$ cat src/hdl/sm4_pkg.sv
// ----------------------------------------------------------------------------
// SM4 package
// Shared types, constants and round functions of the SM4 block cipher.
// ----------------------------------------------------------------------------
package sm4_pkg;

    localparam int unsigned ROUND_COUNT = 32;
    localparam int unsigned CNT_W       = $clog2(ROUND_COUNT);

    typedef enum logic [1:0] {
        REG_KEY_HIGH = 2'd0,
        REG_KEY_LOW  = 2'd1,
        REG_DECRYPT  = 2'd2
    } t_reg_idx;

    typedef enum logic [1:0] {
        ST_IDLE,
        ST_KEYX,
        ST_RUN
    } t_state;

    localparam logic [31:0] FK0 = 32'hA3B1BAC6;
    localparam logic [31:0] FK1 = 32'h56AA3350;
    localparam logic [31:0] FK2 = 32'h677D9197;
    localparam logic [31:0] FK3 = 32'hB27022DC;

    localparam logic [7:0] SBOX [256] = '{
        8'hD6, 8'h90, 8'hE9, 8'hFE, 8'hCC, 8'hE1, 8'h3D, 8'hB7, 8'h16, 8'hB6, 8'h14, 8'hC2,
        8'h28, 8'hFB, 8'h2C, 8'h05, 8'h2B, 8'h67, 8'h9A, 8'h76, 8'h2A, 8'hBE, 8'h04, 8'hC3,
        8'hAA, 8'h44, 8'h13, 8'h26, 8'h49, 8'h86, 8'h06, 8'h99, 8'h9C, 8'h42, 8'h50, 8'hF4,
        8'h91, 8'hEF, 8'h98, 8'h7A, 8'h33, 8'h54, 8'h0B, 8'h43, 8'hED, 8'hCF, 8'hAC, 8'h62,
        8'hE4, 8'hB3, 8'h1C, 8'hA9, 8'hC9, 8'h08, 8'hE8, 8'h95, 8'h80, 8'hDF, 8'h94, 8'hFA,
        8'h75, 8'h8F, 8'h3F, 8'hA6, 8'h47, 8'h07, 8'hA7, 8'hFC, 8'hF3, 8'h73, 8'h17, 8'hBA,
        8'h83, 8'h59, 8'h3C, 8'h19, 8'hE6, 8'h85, 8'h4F, 8'hA8, 8'h68, 8'h6B, 8'h81, 8'hB2,
        8'h71, 8'h64, 8'hDA, 8'h8B, 8'hF8, 8'hEB, 8'h0F, 8'h4B, 8'h70, 8'h56, 8'h9D, 8'h35,
        8'h1E, 8'h24, 8'h0E, 8'h5E, 8'h63, 8'h58, 8'hD1, 8'hA2, 8'h25, 8'h22, 8'h7C, 8'h3B,
        8'h01, 8'h21, 8'h78, 8'h87, 8'hD4, 8'h00, 8'h46, 8'h57, 8'h9F, 8'hD3, 8'h27, 8'h52,
        8'h4C, 8'h36, 8'h02, 8'hE7, 8'hA0, 8'hC4, 8'hC8, 8'h9E, 8'hEA, 8'hBF, 8'h8A, 8'hD2,
        8'h40, 8'hC7, 8'h38, 8'hB5, 8'hA3, 8'hF7, 8'hF2, 8'hCE, 8'hF9, 8'h61, 8'h15, 8'hA1,
        8'hE0, 8'hAE, 8'h5D, 8'hA4, 8'h9B, 8'h34, 8'h1A, 8'h55, 8'hAD, 8'h93, 8'h32, 8'h30,
        8'hF5, 8'h8C, 8'hB1, 8'hE3, 8'h1D, 8'hF6, 8'hE2, 8'h2E, 8'h82, 8'h66, 8'hCA, 8'h60,
        8'hC0, 8'h29, 8'h23, 8'hAB, 8'h0D, 8'h53, 8'h4E, 8'h6F, 8'hD5, 8'hDB, 8'h37, 8'h45,
        8'hDE, 8'hFD, 8'h8E, 8'h2F, 8'h03, 8'hFF, 8'h6A, 8'h72, 8'h6D, 8'h6C, 8'h5B, 8'h51,
        8'h8D, 8'h1B, 8'hAF, 8'h92, 8'hBB, 8'hDD, 8'hBC, 8'h7F, 8'h11, 8'hD9, 8'h5C, 8'h41,
        8'h1F, 8'h10, 8'h5A, 8'hD8, 8'h0A, 8'hC1, 8'h31, 8'h88, 8'hA5, 8'hCD, 8'h7B, 8'hBD,
        8'h2D, 8'h74, 8'hD0, 8'h12, 8'hB8, 8'hE5, 8'hB4, 8'hB0, 8'h89, 8'h69, 8'h97, 8'h4A,
        8'h0C, 8'h96, 8'h77, 8'h7E, 8'h65, 8'hB9, 8'hF1, 8'h09, 8'hC5, 8'h6E, 8'hC6, 8'h84,
        8'h18, 8'hF0, 8'h7D, 8'hEC, 8'h3A, 8'hDC, 8'h4D, 8'h20, 8'h79, 8'hEE, 8'h5F, 8'h3E,
        8'hD7, 8'hCB, 8'h39, 8'h48
    };

    function automatic logic [31:0] sub_word(input logic [31:0] v);
        sub_word = {SBOX[v[31:24]], SBOX[v[23:16]], SBOX[v[15:8]], SBOX[v[7:0]]};
    endfunction

    function automatic logic [31:0] rotl(input logic [31:0] v, input int unsigned n);
        rotl = (v << n) | (v >> (32 - n));
    endfunction

    // Byte j of constant i is ((4*i + j) * 7) mod 256.
    function automatic logic [31:0] ck_word(input logic [CNT_W-1:0] i);
        logic [7:0] b0;
        b0 = 8'({i, 2'b00});
        ck_word = {8'(b0 * 8'd7), 8'((b0 + 8'd1) * 8'd7),
                   8'((b0 + 8'd2) * 8'd7), 8'((b0 + 8'd3) * 8'd7)};
    endfunction

endpackage

$ cat src/hdl/sm4_block_cipher.sv
// The key schedule runs first when round keys are not current (after reset or a
// key write). A new block is taken only in idle, after the last block's rounds.
// One round per cycle on the shared round unit, the last one waiting while the
// output is stalled; round keys circulate in a 32-cell ring.
// Reset clears control state and the keys-ready flag; keys and mode reset to 0.
// ----------------------------------------------------------------------------
// SM4 block cipher
// 128-bit SM4 encrypt/decrypt with on-demand key schedule.
// ----------------------------------------------------------------------------
module sm4_block_cipher (
    input  logic         i_clk,
    input  logic         i_rst_n,
    input  logic         i_cfg_valid,
    output logic         o_cfg_ready,
    input  logic [1:0]   i_cfg_index,
    input  logic [63:0]  i_cfg_data,
    input  logic         i_s_axis_tvalid,
    output logic         o_s_axis_tready,
    input  logic [127:0] i_s_axis_tdata,  // block_high [63:0], block_low [127:64]
    output logic         o_m_axis_tvalid,
    input  logic         i_m_axis_tready,
    output logic [127:0] o_m_axis_tdata   // result_high [63:0], result_low [127:64]
);
    import sm4_pkg::*;

    t_state             r_state, n_state;
    logic [CNT_W-1:0]   r_cnt, n_cnt;
    logic               r_keys_ready, n_keys_ready;
    logic [63:0]        r_key_high, r_key_low;
    logic               r_decrypt;
    logic [127:0]       r_blk;
    logic               r_out_valid, n_out_valid;
    logic [127:0]       r_out;

    logic               s_acc, last, can_emit, adv, key_mode;
    logic               x_load, ring_dir;
    logic [31:0]        x_load_d [4];
    logic [31:0]        x_q [4];
    logic [31:0]        ring_q [ROUND_COUNT];
    logic [31:0]        ring_fwd_tail;
    logic [31:0]        rk, new_word;

    assign o_cfg_ready = 1'b1;
    assign s_acc       = i_s_axis_tvalid && o_s_axis_tready;
    assign last        = (r_cnt == CNT_W'(ROUND_COUNT - 1));
    assign can_emit    = !r_out_valid || i_m_axis_tready;
    assign key_mode    = (r_state == ST_KEYX);
    assign adv         = key_mode || ((r_state == ST_RUN) && (!last || can_emit));
    assign ring_dir    = (r_state == ST_RUN) && r_decrypt;
    assign rk          = key_mode ? ck_word(r_cnt)
                                  : (r_decrypt ? ring_q[ROUND_COUNT-1] : ring_q[0]);
    assign ring_fwd_tail = key_mode ? new_word : ring_q[0];

    always_ff @(posedge i_clk) begin
        if (!i_rst_n) begin
            r_key_high <= '0;
            r_key_low  <= '0;
            r_decrypt  <= 1'b0;
        end else if (i_cfg_valid && o_cfg_ready) begin
            unique case (t_reg_idx'(i_cfg_index))
                REG_KEY_HIGH: r_key_high <= i_cfg_data;
                REG_KEY_LOW:  r_key_low  <= i_cfg_data;
                REG_DECRYPT:  r_decrypt  <= i_cfg_data[0];
                default: ;
            endcase
        end
    end

    always_comb begin
        n_state      = r_state;
        n_cnt        = r_cnt;
        n_keys_ready = r_keys_ready;
        n_out_valid  = r_out_valid && !i_m_axis_tready;
        x_load       = 1'b0;
        x_load_d[0]  = i_s_axis_tdata[63:32];
        x_load_d[1]  = i_s_axis_tdata[31:0];
        x_load_d[2]  = i_s_axis_tdata[127:96];
        x_load_d[3]  = i_s_axis_tdata[95:64];
        o_s_axis_tready = (r_state == ST_IDLE);
        unique case (r_state)
            ST_IDLE: begin
                if (s_acc) begin
                    x_load = 1'b1;
                    n_cnt  = '0;
                    if (r_keys_ready) begin
                        n_state = ST_RUN;
                    end else begin
                        n_state     = ST_KEYX;
                        x_load_d[0] = r_key_high[63:32] ^ FK0;
                        x_load_d[1] = r_key_high[31:0]  ^ FK1;
                        x_load_d[2] = r_key_low[63:32]  ^ FK2;
                        x_load_d[3] = r_key_low[31:0]   ^ FK3;
                    end
                end
            end
            ST_KEYX: begin
                n_cnt = r_cnt + 1'b1;
                if (last) begin
                    n_state      = ST_RUN;
                    n_keys_ready = 1'b1;
                    x_load       = 1'b1;
                    x_load_d[0]  = r_blk[63:32];
                    x_load_d[1]  = r_blk[31:0];
                    x_load_d[2]  = r_blk[127:96];
                    x_load_d[3]  = r_blk[95:64];
                end
            end
            ST_RUN: begin
                if (adv) begin
                    n_cnt = r_cnt + 1'b1;
                    if (last) begin
                        n_state     = ST_IDLE;
                        n_out_valid = 1'b1;
                    end
                end
            end
            default: n_state = ST_IDLE;
        endcase
        if (i_cfg_valid && o_cfg_ready &&
            (i_cfg_index == REG_KEY_HIGH || i_cfg_index == REG_KEY_LOW)) begin
            n_keys_ready = 1'b0;
        end
    end

    always_ff @(posedge i_clk) begin
        if (!i_rst_n) begin
            r_state      <= ST_IDLE;
            r_cnt        <= '0;
            r_keys_ready <= 1'b0;
            r_out_valid  <= 1'b0;
        end else begin
            r_state      <= n_state;
            r_cnt        <= n_cnt;
            r_keys_ready <= n_keys_ready;
            r_out_valid  <= n_out_valid;
        end
    end

    always_ff @(posedge i_clk) begin
        if (s_acc) begin
            r_blk <= i_s_axis_tdata;
        end
        if ((r_state == ST_RUN) && adv && last) begin
            r_out <= {x_q[2], x_q[1], new_word, x_q[3]};
        end
    end

    sm4_round u_round (
        .i_w0       (x_q[0]),
        .i_w1       (x_q[1]),
        .i_w2       (x_q[2]),
        .i_w3       (x_q[3]),
        .i_rk       (rk),
        .i_key_mode (key_mode),
        .o_word     (new_word)
    );

    for (genvar g = 0; g < 4; g++) begin : g_x
        sm4_cell u_cell (
            .i_clk    (i_clk),
            .i_load   (x_load),
            .i_load_d (x_load_d[g]),
            .i_shift  (adv),
            .i_dir    (1'b0),
            .i_fwd    ((g == 3) ? new_word : x_q[(g + 1) % 4]),
            .i_bwd    (x_q[g]),
            .o_q      (x_q[g])
        );
    end

    for (genvar g = 0; g < ROUND_COUNT; g++) begin : g_ring
        sm4_cell u_cell (
            .i_clk    (i_clk),
            .i_load   (1'b0),
            .i_load_d (ring_q[g]),
            .i_shift  (adv),
            .i_dir    (ring_dir),
            .i_fwd    ((g == ROUND_COUNT - 1) ? ring_fwd_tail
                                              : ring_q[(g + 1) % ROUND_COUNT]),
            .i_bwd    (ring_q[(g + ROUND_COUNT - 1) % ROUND_COUNT]),
            .o_q      (ring_q[g])
        );
    end

    assign o_m_axis_tvalid = r_out_valid;
    assign o_m_axis_tdata  = r_out;
endmodule

$ cat src/hdl/sm4_cell.sv
// ----------------------------------------------------------------------------
// SM4 cell
// One 32-bit word of a shift chain; loads, or takes a neighbor's word.
// ----------------------------------------------------------------------------
module sm4_cell (
    input  logic        i_clk,
    input  logic        i_load,
    input  logic [31:0] i_load_d,
    input  logic        i_shift,
    input  logic        i_dir,
    input  logic [31:0] i_fwd,
    input  logic [31:0] i_bwd,
    output logic [31:0] o_q
);
    logic [31:0] r_q;
    logic [31:0] n_q;

    always_comb begin
        n_q = r_q;
        if (i_load) begin
            n_q = i_load_d;
        end else if (i_shift) begin
            n_q = i_dir ? i_bwd : i_fwd;
        end
    end

    always_ff @(posedge i_clk) begin
        r_q <= n_q;
    end

    assign o_q = r_q;
endmodule

$ cat src/hdl/sm4_round.sv
// ----------------------------------------------------------------------------
// SM4 round unit
// Shared S-box and linear mix for data rounds and key expansion rounds.
// ----------------------------------------------------------------------------
module sm4_round (
    input  logic [31:0] i_w0,
    input  logic [31:0] i_w1,
    input  logic [31:0] i_w2,
    input  logic [31:0] i_w3,
    input  logic [31:0] i_rk,
    input  logic        i_key_mode,
    output logic [31:0] o_word
);
    import sm4_pkg::*;

    logic [31:0] t;
    logic [31:0] mix;

    always_comb begin
        t = sub_word(i_w1 ^ i_w2 ^ i_w3 ^ i_rk);
        if (i_key_mode) begin
            mix = t ^ rotl(t, 13) ^ rotl(t, 23);
        end else begin
            mix = t ^ rotl(t, 2) ^ rotl(t, 10) ^ rotl(t, 18) ^ rotl(t, 24);
        end
        o_word = i_w0 ^ mix;
    end
endmodule

$ cat config.mk
export PLATFORM = sky130hd
export DESIGN_NAME = sm4_block_cipher
export DESIGN_NICKNAME = d
export VERILOG_FILES = /design/src/hdl/sm4_pkg.sv /design/src/hdl/sm4_block_cipher.sv /design/src/hdl/sm4_cell.sv /design/src/hdl/sm4_round.sv
export SDC_FILE = /design/constraint.sdc
export NUM_CORES = 2
export LEC_CHECK = 0
export ABC_AREA = 1
export BUFFER_PORTS_ARGS = -buffer_cell sky130_fd_sc_hd__clkbuf_2
export CORE_AREA = 2 2 695 351
export CTS_CLUSTER_DIAMETER = 80
export DETAILED_ROUTE_END_ITERATION = 12
export DIE_AREA = 0 0 697 353
export SLEW_MARGIN = 20
export SYNTH_ARGS = -nofsm -noshare
export SYNTH_HDL_FRONTEND = slang
export SYNTH_SLANG_ARGS = --single-unit
$ cat constraint.sdc
create_clock -name i_clk -period 59.1 [get_ports i_clk]
set_clock_uncertainty 0.05 [all_clocks]
set_input_delay 11.82 -clock i_clk [delete_from_list [all_inputs] [get_ports i_clk]]
set_output_delay 11.82 -clock i_clk [all_outputs]
set_load 0.03 [all_outputs]
After elaboration in Yosys (flattened, before gate mapping)
Memory sizes are Yosys's and may differ from the RTL's.
Cells that the tools add are included.
- word-level logic and storage cells: 191
- output and inout port bits: 131
- input bits: 199
- memories kept: 4
- bits in registers: 1546
- bits in read-only memories: 8192
- memories (name ; depth ; width ; read ports ; clocked after memory_dff ; write ports ; line ; text):
    (no name shown) ; 256 ; 8 ; 1 ; 0 ; 0 ; sm4_pkg.sv:53 ; sub_word = {SBOX[v[31:24]], SBOX[v[23:16]], SBOX[v[15:8]], SBOX[v[7:0]]};
    (no name shown) ; 256 ; 8 ; 1 ; 0 ; 0 ; sm4_pkg.sv:53 ;
    (no name shown) ; 256 ; 8 ; 1 ; 0 ; 0 ; sm4_pkg.sv:53 ;
    (no name shown) ; 256 ; 8 ; 1 ; 0 ; 0 ; sm4_pkg.sv:53 ;
- mux-type cells: 71
- equal/unequal tests: 9
- bitwise operators: 25
- add/subtract/negate cells: 4
- $lt $le $gt $ge: 4
- reduce and logical (&&, ||, !) cells: 25
- multiply operators: 4
- operator list (kind ; count):
    $mux W32 ; 44
    $mux W128 ; 3
    $xor A32 B32 Y32 ; 10
    $pmux W128 S2 ; 1
    $mux W8 ; 8
    $ge A9 B9 Y1 const B ; 4
    $not A8 Y9 ; 4
    $or A32 B10 Y32 ; 1
    $or A32 B13 Y32 ; 1
    $or A32 B18 Y32 ; 1
    $or A32 B2 Y32 ; 1
    $or A32 B23 Y32 ; 1
    $or A32 B24 Y32 ; 1
    $not A14 Y14 ; 2
    $mul A8 B3 Y8 const B ; 3
    $not A19 Y19 ; 1
    $not A17 Y17 ; 1
    $add A7 B2 Y8 const B ; 2
    $pmux W5 S3 ; 1
    $mux W2 ; 5
    $mux W5 ; 2
    $add A7 B1 Y8 const B ; 1
    $reduce_and A2 Y1 ; 4
    $logic_and A1 B1 Y1 ; 7
    other kinds (19) ; 33

Logic depth before layout (Yosys ltp)
- word-level depth: 17
- mapped depth: 34
- mapped depth without buffers: 32

Hierarchy
Synthesis repeated with hierarchy kept, for this count alone.
- cells, all modules: 15467
- area total of the unflattened synthesis: 109796.6 um^2
- modules (own cells, without submodules) (module ; area each (um^2) ; instances ; cells each ; sequential area each (um^2)):
    sm4_cell ; 2077.0 ; 36 ; 273 ; 960.9
    sm4_round ; 18122.4 ; 1 ; 3866 ; 0.0
    sm4_block_cipher ; 16902.5 ; 1 ; 1773 ; 10450.0

Worst setup path before layout
Ideal clock, no wire load.
- path type: input -> register
- start point: input port i_m_axis_tready
- end point: register g_ring[0].u_cell.r_q[0] (enable)
- library setup time: 2444 ps
- stages: 4
- arrival time: 54396 ps
- path buffers: 0
- path slack: 2209 ps
- cells stage by stage: nor2_1 > inv_1 > nor3_1 > nor2_1
- word-level cells in the longest chain between the ends: 4
- RTL lines (element ; line ; text):
    start: declaration ; sm4_block_cipher.sv:21 ; input logic i_m_axis_tready,
    $logic_or A1 B1 Y1 ; sm4_block_cipher.sv:46 ; assign can_emit = !r_out_valid || i_m_axis_tready;
    $logic_or A1 B1 Y1 ; sm4_block_cipher.sv:48 ; assign adv = key_mode || ((r_state == ST_RUN) && (!last || can_emit));
    $logic_and A1 B1 Y1 ; sm4_block_cipher.sv:48 ;
    $logic_or A1 B1 Y1 ; sm4_block_cipher.sv:48 ;
    end signal: assignment ; sm4_cell.sv:28 ; r_q <= n_q;
    end: declaration ; sm4_cell.sv:15 ; logic [31:0] r_q;
Every way passes these cells.
A chain may end at the register's enable or synchronous reset.

Worst setup path in the final report
- start point: input port i_m_axis_tready
- end point: register g_ring[20].u_cell.r_q[16] (enable)
- word-level cells in the longest chain between the ends: 4
- RTL lines (element ; line):
    $logic_or A1 B1 Y1 ; sm4_block_cipher.sv:46
    $logic_or A1 B1 Y1 ; sm4_block_cipher.sv:48
    $logic_and A1 B1 Y1 ; sm4_block_cipher.sv:48
    $logic_or A1 B1 Y1 ; sm4_block_cipher.sv:48
    end signal: assignment ; sm4_cell.sv:28
    end: declaration ; sm4_cell.sv:15
Every way passes these cells.

==> out/metrics.cfg <==
[sta]
slew_viol_final=0
hold_viol=0
setup_viol=0
rsz0062_at_grt=no
finalSetupTns_ns=0
fmax_ghz=0.0655
worstMarginPinSlew_ns=1.14
slew_headroom=0.231
min_period_over_period=0.258
period_minus_slack_ns=15.28

[worst_setup_path]
critPathCaptureType=flip-flop
crit_type=in2reg
rr_startpoint=r_state[1]$_SDFFE_PN0P_
critPathLaunchType=input pin
slowest_delay_ns=0.88
cp_data_arrival_time_ns=15.67
path_cells=clkbuf_2 -> nor2_1 -> inv_1 -> nor3_1 -> nor2_4 -> buf_4 -> buf_4 -> buf_12 -> buf_4
crit_slowest_cell=buf_4
crit_top_cell=buf_4
cp.required_ns=59.50
startpoint=i_m_axis_tready
worstPathBufferInverterCount=6
cp_top_family=buffers and inverters
path_max_fanout=195

[cts]
clk_path_buf_depth=4
ctsResizeCount=0
cts_buffers=150
cts.sinks=1546
clk_pin_slew_worst_paths_ns=0.06
htreeDepth=4
post-cts-setup-buffers=0
tritoncts=done
clockRootBuffer=clkbuf_16
clk_latency_ns=0.86
hold_buffers=0

[final_layout]
fillers=24600
final_cells=13800
multiInputGateArea_um2=34400
drive_gt1_frac=0.0848
seqCellArea_um2=45000
fin_nets=10600
area_growth_pct=10.3

[floorplan]
boundaryPins=330
core_um2=241000
rows=128
die_area_um2=246000
start_util=0.347
die_x_um=697
dieHeight_um=353

[outcome]
run_status=finished, final reports clean

[global_route]
gr-usage-met1=0.408
antenna_found_initial=46
grt_use_total=0.261
use_met2=0.310
top_usage_layer=met1
grt_pass1_vias=67700
grt-ovfl-total=0
grt_max_degree=196
grt_pass1_wl_um=479000
gr-usage-met3=0.125

[route]
via_per_inst=5.55
firstDrtPassIters=7
ant_nets=0
wl_per_cell_um=24.3
vias=76300
wirelength_um=335000
drt_iter0_drc=12800
drcViolationCount=0

[place]
port_buffers=328
dp_hpwl_um=239000
gp_congestion=1.04
dpl.cell_count=13500

[job]
max_cap_viol_count=0

[yosys]
synth_cell_type_count=47
syn_avg_cell_area_um2=8.07
syn_nets=10600
ys_ff_latch=1546
async_flop_share=0
synth_seq_area_share=0.539
ys.flop_type=edfxtp_1
netlist_area_um2=83600
netlist_instances=10400
synth_warnings=0
synth-edff-count=1408

[min_path]
hold_class=reg2reg
min_from=r_key_low[11]$_SDFFE_PN0P_

[layout by cell type, fill, tap and decap left out, types with 6 or more instances in the layout]
master	synthesis	layout
clkbuf_1	367	31
a211oi_1	10	10
fa_1	6	6
nand3_2	10	10
clkinv_2	0	22
nand2_1	4757	4744
o22ai_1	8	8
nand3b_1	7	7
a22oi_1	38	38
edfxtp_1	1408	1408
xor2_1	28	23
a31oi_1	10	10
nor2_1	490	485
clkinv_1	4	33
diode_2	0	33
nor2_2	21	21
nor2_4	4	9
inv_1	366	362
nand3_1	1285	1285
clkbuf_8	0	10
nand2_4	13	17
a21oi_1	310	309
buf_4	66	104
dfxtp_1	138	137
nand2_2	111	120
clkbuf_16	0	152
nand4_1	18	18
ha_1	49	46
o21ai_0	455	453
o211ai_1	18	18
xnor2_1	23	23
a221oi_1	51	51
inv_2	40	41
clkbuf_2	0	328
o221ai_1	38	38
o21ai_1	29	30
[per-stage QoR]
stage | util | hold WS (ns) | cell area, um^2 | worst slack, ns
2_1_floorplan | - | 0.380 | 83600 | 2.21
3_3_place_gp | 0.363 | 0.392 | 87600 | 43.11
3_5_place_dp | 0.363 | 0.399 | 87600 | 43.02
4_1_cts | 0.382 | 0.409 | 92200 | 43.92
5_1_grt | 0.383 | 0.431 | 92200 | 43.64
6_report | 0.383 | 0.415 | 92300 | 43.82
[area by class of cell]
type | instances | area share
multi-input combinational | 7812 | 0.373
sequential | 1546 | 0.488
clock inverter | 67 | 0.00552
clock buffer | 193 | 0.0440
tap | 3250 | 0.0441
timing repair buffer | 439 | 0.0276
inverter | 413 | 0.0171
antenna | 33 | 0.000895
[logic make-up (layout without fill, tap and decap cells)]
kind of cell	count (synthesis)	after routing	share of synthesized area
AND/OR/NAND/NOR	6724	6724	0.328
flip-flops	1546	1546	0.539
buffers and inverters	1006	1112	0.0528
AO/OA/AOI/OAI	975	975	0.0650
XOR/XNOR	57	57	0.00664
adder cells (fa/ha/maj)	55	55	0.00877
other	1	34	0.0000448
[synth_stat cells, types with 21 or more instances]
| cell type | instances | share of area |
|---|---|---|
| a21oi_1 | 310 | 0.019 |
| a221oi_1 | 51 | 0.0053 |
| a22oi_1 | 38 | 0.0034 |
| buf_1 | 22 | 0.00099 |
| buf_2 | 104 | 0.0062 |
| buf_4 | 66 | 0.0059 |
| buf_6 | 34 | 0.0046 |
| clkbuf_1 | 367 | 0.016 |
| dfxtp_1 | 138 | 0.033 |
| edfxtp_1 | 1408 | 0.51 |
| ha_1 | 49 | 0.0073 |
| inv_1 | 366 | 0.016 |
| inv_2 | 40 | 0.0018 |
| nand2_1 | 4757 | 0.21 |
| nand2_2 | 111 | 0.0083 |
| nand3_1 | 1285 | 0.077 |
| nor2_1 | 490 | 0.022 |
| nor2_2 | 21 | 0.0016 |
| o21ai_0 | 455 | 0.027 |
| o21ai_1 | 29 | 0.0017 |
| o221ai_1 | 38 | 0.0040 |
| xnor2_1 | 23 | 0.0024 |
| xor2_1 | 28 | 0.0029 |
[registers in the layout (all words and copies together), names as in the netlist, 2 cells and up]
name,cells
o_m_axis_tdata,128
g_ring.u_cell.o_q,1024
g_x.u_cell.o_q,128
r_key_low,64
r_state,2
r_blk,128
r_cnt,5
r_key_high,64
[worst min-delay path, delay by kind of cell, from the launching register on]
family / cells / cell delay [ns]
flops: 1 / 0.31
simple gates: 1 / 0.06
compound gates: 1 / 0.05
[worst paths after layout]
check,endpoint,slack (ns),cells after the start
max reg2reg,g_x[3].u_cell.o_q[6]$_DFFE_PP_,50.83,25
max,g_ring[20].u_cell.o_q[16]$_DFFE_PN_,43.82,9
min,r_key_low[11]$_SDFFE_PN0P_,0.41,2
min reg2reg,r_key_low[11]$_SDFFE_PN0P_,0.41,2
[metal layers]
| metal | vias to the layer above | share of wire | routed length [um] |
|---|---|---|---|
| li1 | 34400 | - | - |
| met4 | 34 | 0.021 | 6870 |
| met1 | 36700 | 0.46 | 155000 |
| met2 | 4639 | 0.35 | 118000 |
| met3 | 474 | 0.16 | 54200 |
| met5 | - | 0.0015 | 495 |
Power is not shown: default switching activity piles up to over one toggle a cycle in this logic, so the estimate is an artifact.
